==> src/design/dbf_pkg.sv <==
// Shared types, constants and threshold tables for the edge deblocking filter.
// Used by dbf_cfg, dbf_core and h264_style_edge_deblock_filter.
`default_nettype none
package dbf_pkg;

	localparam int QUANT_MAX_DEF       = 60;
	localparam int MAX_SAMPLE_BITS_DEF = 16;
	localparam int TAB_LAST            = 60;

	localparam int SAMPLE_W   = 16;
	localparam int QUANT_W    = 6;
	localparam int OFFSET_W   = 7;
	localparam int SBITS_W    = 5;
	localparam int CFG_DATA_W = 7;
	localparam int CFG_IDX_W  = 2;
	localparam int SHIFT_W    = 4;
	localparam int TAB_W      = 8;

	localparam logic [QUANT_W-1:0] QUANT_RST = 6'd25;
	localparam logic [SBITS_W-1:0] SBITS_RST = 5'd8;
	localparam logic [SBITS_W-1:0] SBITS_MIN = 5'd8;

	typedef enum logic [CFG_IDX_W-1:0] {
		CFG_QUANT        = 2'd0,
		CFG_ALPHA_OFFSET = 2'd1,
		CFG_BETA_OFFSET  = 2'd2,
		CFG_SAMPLE_BITS  = 2'd3
	} cfg_idx_t;

	localparam logic [TAB_W-1:0] ALPHA_TAB [0:TAB_LAST] = '{
		8'd0, 8'd0, 8'd0, 8'd0, 8'd0, 8'd0, 8'd0, 8'd0, 8'd0, 8'd0,
		8'd0, 8'd0, 8'd0, 8'd0, 8'd0, 8'd0, 8'd4, 8'd4, 8'd5, 8'd6,
		8'd7, 8'd8, 8'd9, 8'd10, 8'd12, 8'd13, 8'd15, 8'd17, 8'd20, 8'd22,
		8'd25, 8'd28, 8'd32, 8'd36, 8'd40, 8'd45, 8'd50, 8'd56, 8'd63, 8'd71,
		8'd80, 8'd90, 8'd101, 8'd113, 8'd127, 8'd144, 8'd162, 8'd182, 8'd203, 8'd226,
		8'd255, 8'd255, 8'd255, 8'd255, 8'd255, 8'd255, 8'd255, 8'd255, 8'd255, 8'd255,
		8'd255
	};

	localparam logic [TAB_W-1:0] BETA_TAB [0:TAB_LAST] = '{
		8'd0, 8'd0, 8'd0, 8'd0, 8'd0, 8'd0, 8'd0, 8'd0, 8'd0, 8'd0,
		8'd0, 8'd0, 8'd0, 8'd0, 8'd0, 8'd0, 8'd2, 8'd2, 8'd2, 8'd3,
		8'd3, 8'd3, 8'd3, 8'd4, 8'd4, 8'd4, 8'd6, 8'd6, 8'd7, 8'd7,
		8'd8, 8'd8, 8'd9, 8'd9, 8'd10, 8'd10, 8'd11, 8'd11, 8'd12, 8'd12,
		8'd13, 8'd13, 8'd14, 8'd14, 8'd15, 8'd15, 8'd16, 8'd16, 8'd17, 8'd17,
		8'd18, 8'd18, 8'd19, 8'd20, 8'd21, 8'd22, 8'd23, 8'd24, 8'd25, 8'd26,
		8'd27
	};

	localparam logic [TAB_W-1:0] C0_TAB [0:TAB_LAST] = '{
		8'd0, 8'd0, 8'd0, 8'd0, 8'd0, 8'd0, 8'd0, 8'd0, 8'd0, 8'd0,
		8'd0, 8'd0, 8'd0, 8'd0, 8'd0, 8'd0, 8'd0, 8'd0, 8'd0, 8'd0,
		8'd0, 8'd1, 8'd1, 8'd1, 8'd1, 8'd1, 8'd1, 8'd1, 8'd1, 8'd1,
		8'd1, 8'd2, 8'd2, 8'd2, 8'd2, 8'd3, 8'd3, 8'd3, 8'd4, 8'd4,
		8'd5, 8'd5, 8'd6, 8'd7, 8'd8, 8'd8, 8'd10, 8'd11, 8'd12, 8'd13,
		8'd15, 8'd17, 8'd19, 8'd21, 8'd23, 8'd25, 8'd27, 8'd29, 8'd31, 8'd33,
		8'd35
	};

	typedef struct packed {
		logic [SAMPLE_W-1:0] alpha;
		logic [SAMPLE_W-1:0] beta;
		logic [SAMPLE_W-1:0] c0;
		logic [SAMPLE_W-1:0] unit;
		logic [SAMPLE_W-1:0] peak;
	} dbf_thr_t;

	typedef struct packed {
		logic [SAMPLE_W-1:0] p1;
		logic [SAMPLE_W-1:0] p0;
		logic [SAMPLE_W-1:0] q0;
		logic [SAMPLE_W-1:0] q1;
		logic                hit;
	} dbf_res_t;

endpackage
`default_nettype wire

==> src/design/dbf_cfg.sv <==
// Configuration registers and registered threshold derivation (alpha, beta, c0, unit, peak).
// Depends on dbf_pkg.
`default_nettype none
module dbf_cfg #(
	parameter int QUANT_MAX       = dbf_pkg::QUANT_MAX_DEF,
	parameter int MAX_SAMPLE_BITS = dbf_pkg::MAX_SAMPLE_BITS_DEF
) (
	input  wire logic                             clk,
	input  wire logic                             arst_n,
	input  wire logic                             cfg_we,
	input  wire logic [dbf_pkg::CFG_IDX_W-1:0]    cfg_idx,
	input  wire logic [dbf_pkg::CFG_DATA_W-1:0]   cfg_wdata,
	output dbf_pkg::dbf_thr_t                     thr
);

	localparam logic [dbf_pkg::QUANT_W-1:0] QMAX   = dbf_pkg::QUANT_W'(QUANT_MAX);
	localparam logic [dbf_pkg::SBITS_W-1:0] SB_MAX = dbf_pkg::SBITS_W'(MAX_SAMPLE_BITS);

	logic        [dbf_pkg::QUANT_W-1:0]  quant_q;
	logic signed [dbf_pkg::OFFSET_W-1:0] alpha_off_q;
	logic signed [dbf_pkg::OFFSET_W-1:0] beta_off_q;
	logic        [dbf_pkg::SBITS_W-1:0]  sbits_q;

	logic [dbf_pkg::QUANT_W-1:0]  q_sat;
	logic [dbf_pkg::QUANT_W-1:0]  ia;
	logic [dbf_pkg::QUANT_W-1:0]  ib;
	logic [dbf_pkg::SBITS_W-1:0]  bits;
	logic [dbf_pkg::SBITS_W-1:0]  shift_full;
	logic [dbf_pkg::SHIFT_W-1:0]  shift;
	logic [dbf_pkg::SAMPLE_W:0]   peak_full;
	dbf_pkg::dbf_thr_t            thr_d;
	dbf_pkg::dbf_thr_t            thr_q;

	function automatic logic [dbf_pkg::QUANT_W-1:0] tab_idx(
		input logic [dbf_pkg::QUANT_W-1:0]         q,
		input logic signed [dbf_pkg::OFFSET_W-1:0] off
	);
		logic signed [dbf_pkg::QUANT_W+1:0] sum;
		sum = $signed({2'b00, q}) + $signed({off[dbf_pkg::OFFSET_W-1], off});
		if (sum < 0)
			tab_idx = '0;
		else if (sum > $signed({2'b00, QMAX}))
			tab_idx = QMAX;
		else
			tab_idx = sum[dbf_pkg::QUANT_W-1:0];
	endfunction

	always_ff @(posedge clk or negedge arst_n) begin
		if (!arst_n) begin
			quant_q     <= dbf_pkg::QUANT_RST;
			alpha_off_q <= '0;
			beta_off_q  <= '0;
			sbits_q     <= dbf_pkg::SBITS_RST;
		end else if (cfg_we) begin
			case (dbf_pkg::cfg_idx_t'(cfg_idx))
				dbf_pkg::CFG_QUANT:        quant_q     <= cfg_wdata[dbf_pkg::QUANT_W-1:0];
				dbf_pkg::CFG_ALPHA_OFFSET: alpha_off_q <= cfg_wdata[dbf_pkg::OFFSET_W-1:0];
				dbf_pkg::CFG_BETA_OFFSET:  beta_off_q  <= cfg_wdata[dbf_pkg::OFFSET_W-1:0];
				dbf_pkg::CFG_SAMPLE_BITS:  sbits_q     <= cfg_wdata[dbf_pkg::SBITS_W-1:0];
				default: ;
			endcase
		end
	end

	always_comb begin
		q_sat = (quant_q > QMAX) ? QMAX : quant_q;
		ia    = tab_idx(q_sat, alpha_off_q);
		ib    = tab_idx(q_sat, beta_off_q);
		if (sbits_q < dbf_pkg::SBITS_MIN)
			bits = dbf_pkg::SBITS_MIN;
		else if (sbits_q > SB_MAX)
			bits = SB_MAX;
		else
			bits = sbits_q;
		shift_full  = bits - dbf_pkg::SBITS_MIN;
		shift       = shift_full[dbf_pkg::SHIFT_W-1:0];
		peak_full   = ((dbf_pkg::SAMPLE_W+1)'(1) << bits) - (dbf_pkg::SAMPLE_W+1)'(1);
		thr_d.alpha = dbf_pkg::SAMPLE_W'(dbf_pkg::ALPHA_TAB[ia]) << shift;
		thr_d.beta  = dbf_pkg::SAMPLE_W'(dbf_pkg::BETA_TAB[ib]) << shift;
		thr_d.c0    = dbf_pkg::SAMPLE_W'(dbf_pkg::C0_TAB[ia]) << shift;
		thr_d.unit  = dbf_pkg::SAMPLE_W'(1) << shift;
		thr_d.peak  = peak_full[dbf_pkg::SAMPLE_W-1:0];
	end

	always_ff @(posedge clk) begin
		thr_q <= thr_d;
	end

	assign thr = thr_q;

endmodule
`default_nettype wire

==> src/design/dbf_core.sv <==
// Edge filter datapath: threshold test, delta clipping and sample updates for one line.
// Depends on dbf_pkg.
`default_nettype none
module dbf_core (
	input  wire dbf_pkg::dbf_thr_t             thr,
	input  wire logic [dbf_pkg::SAMPLE_W-1:0]  p2,
	input  wire logic [dbf_pkg::SAMPLE_W-1:0]  p1,
	input  wire logic [dbf_pkg::SAMPLE_W-1:0]  p0,
	input  wire logic [dbf_pkg::SAMPLE_W-1:0]  q0,
	input  wire logic [dbf_pkg::SAMPLE_W-1:0]  q1,
	input  wire logic [dbf_pkg::SAMPLE_W-1:0]  q2,
	output dbf_pkg::dbf_res_t                  res
);

	localparam int W  = dbf_pkg::SAMPLE_W;
	localparam int XW = W + 4;

	logic                 test;
	logic                 ap_ok;
	logic                 aq_ok;
	logic [W:0]           c;
	logic [W:0]           avg_sum;
	logic [W-1:0]         avg;
	logic signed [XW-1:0] cs;
	logic signed [XW-1:0] c0s;
	logic signed [XW-1:0] d_raw;
	logic signed [XW-1:0] d_sh;
	logic signed [XW-1:0] delta;
	logic signed [XW-1:0] np0_raw;
	logic signed [XW-1:0] nq0_raw;
	logic signed [XW-1:0] tp_raw;
	logic signed [XW-1:0] tq_raw;
	logic signed [XW-1:0] tp;
	logic signed [XW-1:0] tq;
	logic signed [XW-1:0] peak_s;

	function automatic logic [W-1:0] absdiff(input logic [W-1:0] a, input logic [W-1:0] b);
		absdiff = (a > b) ? (a - b) : (b - a);
	endfunction

	function automatic logic signed [XW-1:0] clip(
		input logic signed [XW-1:0] x,
		input logic signed [XW-1:0] lim
	);
		if (x > lim)
			clip = lim;
		else if (x < -lim)
			clip = -lim;
		else
			clip = x;
	endfunction

	function automatic logic [W-1:0] sat(
		input logic signed [XW-1:0] x,
		input logic signed [XW-1:0] pk
	);
		if (x < 0)
			sat = '0;
		else if (x > pk)
			sat = pk[W-1:0];
		else
			sat = x[W-1:0];
	endfunction

	always_comb begin
		test  = (absdiff(p0, q0) < thr.alpha) && (absdiff(p1, p0) < thr.beta)
			&& (absdiff(q1, q0) < thr.beta);
		ap_ok = absdiff(p2, p0) < thr.beta;
		aq_ok = absdiff(q2, q0) < thr.beta;
		c     = {1'b0, thr.c0} + (ap_ok ? {1'b0, thr.unit} : '0)
			+ (aq_ok ? {1'b0, thr.unit} : '0);
		cs     = $signed({3'b000, c});
		c0s    = $signed({4'h0, thr.c0});
		peak_s = $signed({4'h0, thr.peak});

		d_raw = $signed({2'b00, q0, 2'b00} - {2'b00, p0, 2'b00} + {4'h0, p1} - {4'h0, q1}
			+ XW'(4));
		d_sh  = d_raw >>> 3;
		delta = clip(d_sh, cs);

		np0_raw = $signed({4'h0, p0}) + delta;
		nq0_raw = $signed({4'h0, q0}) - delta;

		avg_sum = {1'b0, p0} + {1'b0, q0} + (W+1)'(1);
		avg     = avg_sum[W:1];
		tp_raw  = $signed({4'h0, p2} + {4'h0, avg} - {3'b000, p1, 1'b0});
		tq_raw  = $signed({4'h0, q2} + {4'h0, avg} - {3'b000, q1, 1'b0});
		tp      = clip(tp_raw >>> 1, c0s);
		tq      = clip(tq_raw >>> 1, c0s);

		res.hit = test;
		res.p0  = test ? sat(np0_raw, peak_s) : p0;
		res.q0  = test ? sat(nq0_raw, peak_s) : q0;
		res.p1  = (test && ap_ok) ? (p1 + tp[W-1:0]) : p1;
		res.q1  = (test && aq_ok) ? (q1 + tq[W-1:0]) : q1;
	end

endmodule
`default_nettype wire

==> src/design/h264_style_edge_deblock_filter.sv <==
// Top level of the normal-strength edge deblocking filter: handshakes and pipeline registers.
// Depends on dbf_pkg, dbf_cfg and dbf_core.
//
// One line of six samples across a block edge enters per transaction and yields one
// result transaction with filtered p1, p0, q0, q1 and a flag telling whether the edge
// passed the threshold test. The block takes a new line every cycle unless a result held
// back by a low out_ready fills the result register. A line passes through the input
// register, then the filter logic into the result register, from which it leaves when
// out_ready is high. The result register lets a new line enter while an earlier result still
// waits on out_ready. Configuration writes take effect for lines accepted from the next
// cycle on; write only while no line is in flight.
`default_nettype none
module h264_style_edge_deblock_filter #(
	parameter int QUANT_MAX       = dbf_pkg::QUANT_MAX_DEF,
	parameter int MAX_SAMPLE_BITS = dbf_pkg::MAX_SAMPLE_BITS_DEF
) (
	input  wire logic                           clk,
	input  wire logic                           arst_n,
	input  wire logic                           cfg_we,
	input  wire logic [dbf_pkg::CFG_IDX_W-1:0]  cfg_idx,
	input  wire logic [dbf_pkg::CFG_DATA_W-1:0] cfg_wdata,
	input  wire logic                           in_valid,
	output logic                                in_ready,
	input  wire logic [dbf_pkg::SAMPLE_W-1:0]   p2_in,
	input  wire logic [dbf_pkg::SAMPLE_W-1:0]   p1_in,
	input  wire logic [dbf_pkg::SAMPLE_W-1:0]   p0_in,
	input  wire logic [dbf_pkg::SAMPLE_W-1:0]   q0_in,
	input  wire logic [dbf_pkg::SAMPLE_W-1:0]   q1_in,
	input  wire logic [dbf_pkg::SAMPLE_W-1:0]   q2_in,
	output logic                                out_valid,
	input  wire logic                           out_ready,
	output logic [dbf_pkg::SAMPLE_W-1:0]        p1_out,
	output logic [dbf_pkg::SAMPLE_W-1:0]        p0_out,
	output logic [dbf_pkg::SAMPLE_W-1:0]        q0_out,
	output logic [dbf_pkg::SAMPLE_W-1:0]        q1_out,
	output logic                                filtered
);

	dbf_pkg::dbf_thr_t thr;
	dbf_pkg::dbf_res_t res;
	dbf_pkg::dbf_res_t res_s2;

	logic                          valid_s1;
	logic                          valid_s2;
	logic                          s2_load;
	logic [dbf_pkg::SAMPLE_W-1:0]  p2_s1;
	logic [dbf_pkg::SAMPLE_W-1:0]  p1_s1;
	logic [dbf_pkg::SAMPLE_W-1:0]  p0_s1;
	logic [dbf_pkg::SAMPLE_W-1:0]  q0_s1;
	logic [dbf_pkg::SAMPLE_W-1:0]  q1_s1;
	logic [dbf_pkg::SAMPLE_W-1:0]  q2_s1;

	dbf_cfg #(
		.QUANT_MAX       (QUANT_MAX),
		.MAX_SAMPLE_BITS (MAX_SAMPLE_BITS)
	) u_cfg (
		.clk       (clk),
		.arst_n    (arst_n),
		.cfg_we    (cfg_we),
		.cfg_idx   (cfg_idx),
		.cfg_wdata (cfg_wdata),
		.thr       (thr)
	);

	dbf_core u_core (
		.thr (thr),
		.p2  (p2_s1),
		.p1  (p1_s1),
		.p0  (p0_s1),
		.q0  (q0_s1),
		.q1  (q1_s1),
		.q2  (q2_s1),
		.res (res)
	);

	assign s2_load  = valid_s1 && (!valid_s2 || out_ready);
	assign in_ready = !valid_s1 || s2_load;

	always_ff @(posedge clk or negedge arst_n) begin
		if (!arst_n) begin
			valid_s1 <= 1'b0;
			valid_s2 <= 1'b0;
		end else begin
			if (in_ready)
				valid_s1 <= in_valid;
			if (!valid_s2 || out_ready)
				valid_s2 <= valid_s1;
		end
	end

	always_ff @(posedge clk) begin
		if (in_valid && in_ready) begin
			p2_s1 <= p2_in;
			p1_s1 <= p1_in;
			p0_s1 <= p0_in;
			q0_s1 <= q0_in;
			q1_s1 <= q1_in;
			q2_s1 <= q2_in;
		end
		if (s2_load)
			res_s2 <= res;
	end

	assign out_valid = valid_s2;
	assign p1_out    = res_s2.p1;
	assign p0_out    = res_s2.p0;
	assign q0_out    = res_s2.q0;
	assign q1_out    = res_s2.q1;
	assign filtered  = res_s2.hit;

`ifndef NO_ASSERTIONS
	a_ready_when_empty: assert property (@(posedge clk) disable iff (!arst_n)
		!valid_s1 |-> in_ready)
		else $error("input stage empty but in_ready low");

	a_take_input: assert property (@(posedge clk) disable iff (!arst_n)
		in_valid && in_ready |=> valid_s1)
		else $error("accepted transaction lost from input stage");

	a_advance: assert property (@(posedge clk) disable iff (!arst_n)
		s2_load |=> out_valid && (filtered == $past(res.hit)))
		else $error("result stage failed to capture transaction");

	a_pass_through: assert property (@(posedge clk) disable iff (!arst_n)
		s2_load && !res.hit |=> (p1_out == $past(p1_s1)) && (p0_out == $past(p0_s1))
			&& (q0_out == $past(q0_s1)) && (q1_out == $past(q1_s1)))
		else $error("unfiltered line changed samples");
`endif

endmodule
`default_nettype wire
==> config.mk <==
export PLATFORM = sky130hd
export DESIGN_NAME = h264_style_edge_deblock_filter
export DESIGN_NICKNAME = d
export VERILOG_FILES = /design/src/design/dbf_pkg.sv /design/src/design/dbf_cfg.sv /design/src/design/dbf_core.sv /design/src/design/h264_style_edge_deblock_filter.sv
export SDC_FILE = /design/constraint.sdc
export NUM_CORES = 2
export LEC_CHECK = 0
export ABC_CLOCK_PERIOD_IN_PS = 43400
export BUFFER_PORTS_ARGS = -buffer_cell sky130_fd_sc_hd__buf_4
export CAP_MARGIN = 20
export CORE_UTILIZATION = 35
export DETAILED_ROUTE_END_ITERATION = 8
export PLACE_DENSITY = 0.55
export REMOVE_ABC_BUFFERS = 1
export SETUP_SLACK_MARGIN = 0.05
export SLEW_MARGIN = 5
export SYNTH_ARGS = -nofsm -noshare
export SYNTH_HDL_FRONTEND = slang
export SYNTH_SLANG_ARGS = --single-unit
==> constraint.sdc <==
create_clock -name clk -period 43.4 [get_ports clk]
set_clock_uncertainty 0.15 [all_clocks]
set_input_delay 4.34 -clock clk [delete_from_list [all_inputs] [get_ports clk]]
set_output_delay 4.34 -clock clk [all_outputs]
set_load 0.02 [all_outputs]
==> metrics.txt <==
DIE HEIGHT a little over 300 um; FP Rows 112; Clock Tree Root clkbuf_16; CP peak stage delay between 800 and 900 ps; type of the worst min-delay path reg2reg; Worst-Margin Slew around 1400 ps; Seq/Total Area, Yosys 0.214; GRT Overall Usage 0.264; final WL 129 mm; uppermost layer routed met5; Top cell by count, worst path a21oi_1; Async SR Flop Fraction 0.101; Period minus WS final between 15000 and 20000 ps; layout cells sized above 1 0.101; fmax 0.0542 GHz; post-synth cell types 105; Final Hold Vio Count 0; TritonCTS clock tree done; Starting DRT DRC Count 2882; CTS max path bufs 3; Critical Path Source Type flop; core area ~94000 sq um; die width 310 um; Detail Route Antenna Nets 0; Placer Congestion 1.00; H-tree Lvls 2; TritonCTS Buffers 35; max_cap viols 0; Synth area leaders ha_1 (21%), edfxtp_1 (15%), a21oi_1 (5.3%); YS warnings 0; vias in the first global route 27796; Adder-Cell Fraction of Synth Area 0.257; Via density 5.67; Setup Fix Bufs, Post-CTS 0; Non-Filler Instances around 5200; met3 WL ~7.6 mm; setup TNS 0 ps; die area between 90000 and 100000 sq um; Placed Instances 5173; Cells after Synth around 3800; post-synthesis mux area share 0.0424; DR WL/cell 24.7 um; synth cell count leaders ha_1 (559), a21oi_1 (350), inv_1 (310); Avg Inst Size Synth 8.70 sq um; # clock sinks 268; Slew HR 0.0534; largest area contributor in the netlist ha_1; largest family of logic cells by synthesized area adder cells; xor/xnor cell area share of the yosys netlist 0.0645; Worst-Skew Late Latency 610 ps; clk slew on worst S/H paths 60 ps; Final Slew Violations 0; Crit path arrival time 18560 ps; Synth Area in Simple Gates 0.133; Port Buffers 176; initial core utilization 0.355; CP max FO 26; GR Overflow Total 0; via count 29686; highest-delay cell along the critical path and2_1; Post-synth EDFFs 161; post-detail-place hpwl about 110 mm; largest net degree at the start of global routing between 50 and 60; compound-gate portion of the synthesized area 0.237; # IOs 177; CP required 43510 ps; WS Path Type reg2reg; Setup Viol. Count Final 0; initial antenna violation count 2; count leader, synth ha_1; Main synth FF type edfxtp_1; DR pass1 iterations 6; area grow syn2layout 11.8%; # hold bufs at CTS 0; share of the synthesized area in the top cell type 0.210; Post-Syn Area 33200 sq um; status finished clean; Post-route DRC 0; met2 wire len 58.9 mm; Yosys reg bits 268; RSZ-0062 raised after global routing no; M1 WL 59.1 mm; first-pass GRT wire length 187 mm; crit share post-route 0.425; PostCTS Resize Cnt 0; Critical Path Sink Type flop; Final nets about 4700
[worst paths after layout]
check	from	end	cells past startpoint	slack, ps
worst max-delay path	p0_s1[1]	q0_out[15]	70	24950
worst min-delay path	valid_s1	out_valid	1	350
worst max register to register	p0_s1[1]	q0_out[15]	70	24950
worst min register to register	valid_s1	out_valid	1	350
max in group asynchronous	arst_n	u_cfg.quant_q[0]	1	39260
min in group asynchronous	arst_n	u_cfg.quant_q[5]	1	3520
[logic make-up after synthesis]
kind of cell	after synthesis
compound gates	1193
simple gates	901
fa+ha+maj	636
buf+inv	444
flops	268
xor+xnor	244
mux	131
other cells	2
[layer usage]
layer | track usage | vias up
met5 | 0 | -
met4 | 0.0777 | 2
met3 | 0.0316 | 135
met2 | 0.427 | 957
met1 | 0.368 | 14378
li1 | - | 14214
[stage by stage]
stage | setup slack, ps | cell area (sq um) | util | hold slack [ps]
2_1_floorplan | 28090 | 32800 | - | 299
3_3_place_gp | 25420 | 35900 | 0.383 | 331
3_5_place_dp | 25450 | 36000 | 0.384 | 337
4_1_cts | 25350 | 37100 | 0.396 | 351
5_1_grt | 23940 | 37100 | 0.396 | 376
6_report | 24950 | 37100 | 0.396 | 347
[final cells by class]
cell class,instances,area [sq um]
Antenna cell,1,2.50
Clock buffer,44,952
Clock inverter,19,211
Fill cell,9502,56600
Inverter,321,1210
Multi-Input combinational cell,3123,24500
Sequential cell,268,7120
Tap cell,1254,1570
Timing Repair Buffer,208,1580
[state kept, by name, summed over array words and instances, names as in the netlist]
register / cells
out_valid: 1
u_cfg.alpha_off_q: 7
filtered: 1
valid_s1: 1
q0_s1: 16
p0_out: 16
u_cfg.quant_q: 6
p1_out: 16
q0_out: 16
u_cfg.sbits_q: 5
q2_s1: 16
u_cfg.beta_off_q: 7
p2_s1: 16
p0_s1: 16
q1_s1: 16
u_cfg.thr: 80
q1_out: 16
p1_s1: 16
[layout by cell type, fill, tap and decap left out, types with 39 or more instances in the layout]
cell / Yosys / routed
ha_1: 559 / 559
a21oi_1: 350 / 349
inv_1: 310 / 310
nand2_1: 251 / 251
nor2_1: 222 / 222
buf_4: 2 / 206
o21ai_0: 179 / 179
xnor2_1: 176 / 176
a21o_1: 169 / 169
edfxtp_1: 161 / 161
o21bai_1: 83 / 83
dfxtp_1: 80 / 80
fa_1: 77 / 77
mux2i_1: 72 / 72
nand4_1: 70 / 70
nor3_1: 69 / 69
o21a_1: 68 / 67
xor2_1: 67 / 67
nand3_1: 64 / 64
mux2_2: 57 / 57
o22ai_1: 39 / 39
[critical path: cells and delay by family (launching register included)]
family / cells / cell delay [ps]
flip-flops: 1 / 840
XOR/XNOR: 4 / 850
buffers and inverters: 7 / 1600
multiplexers: 1 / 180
adder cells (fa/ha/maj): 8 / 2810
AO/OA/AOI/OAI: 33 / 7410
AND/OR/NAND/NOR: 17 / 4200
Power is left out: the tool's default activity adds up to more than one toggle a clock period on the data nets, which glitch-free logic cannot reach.
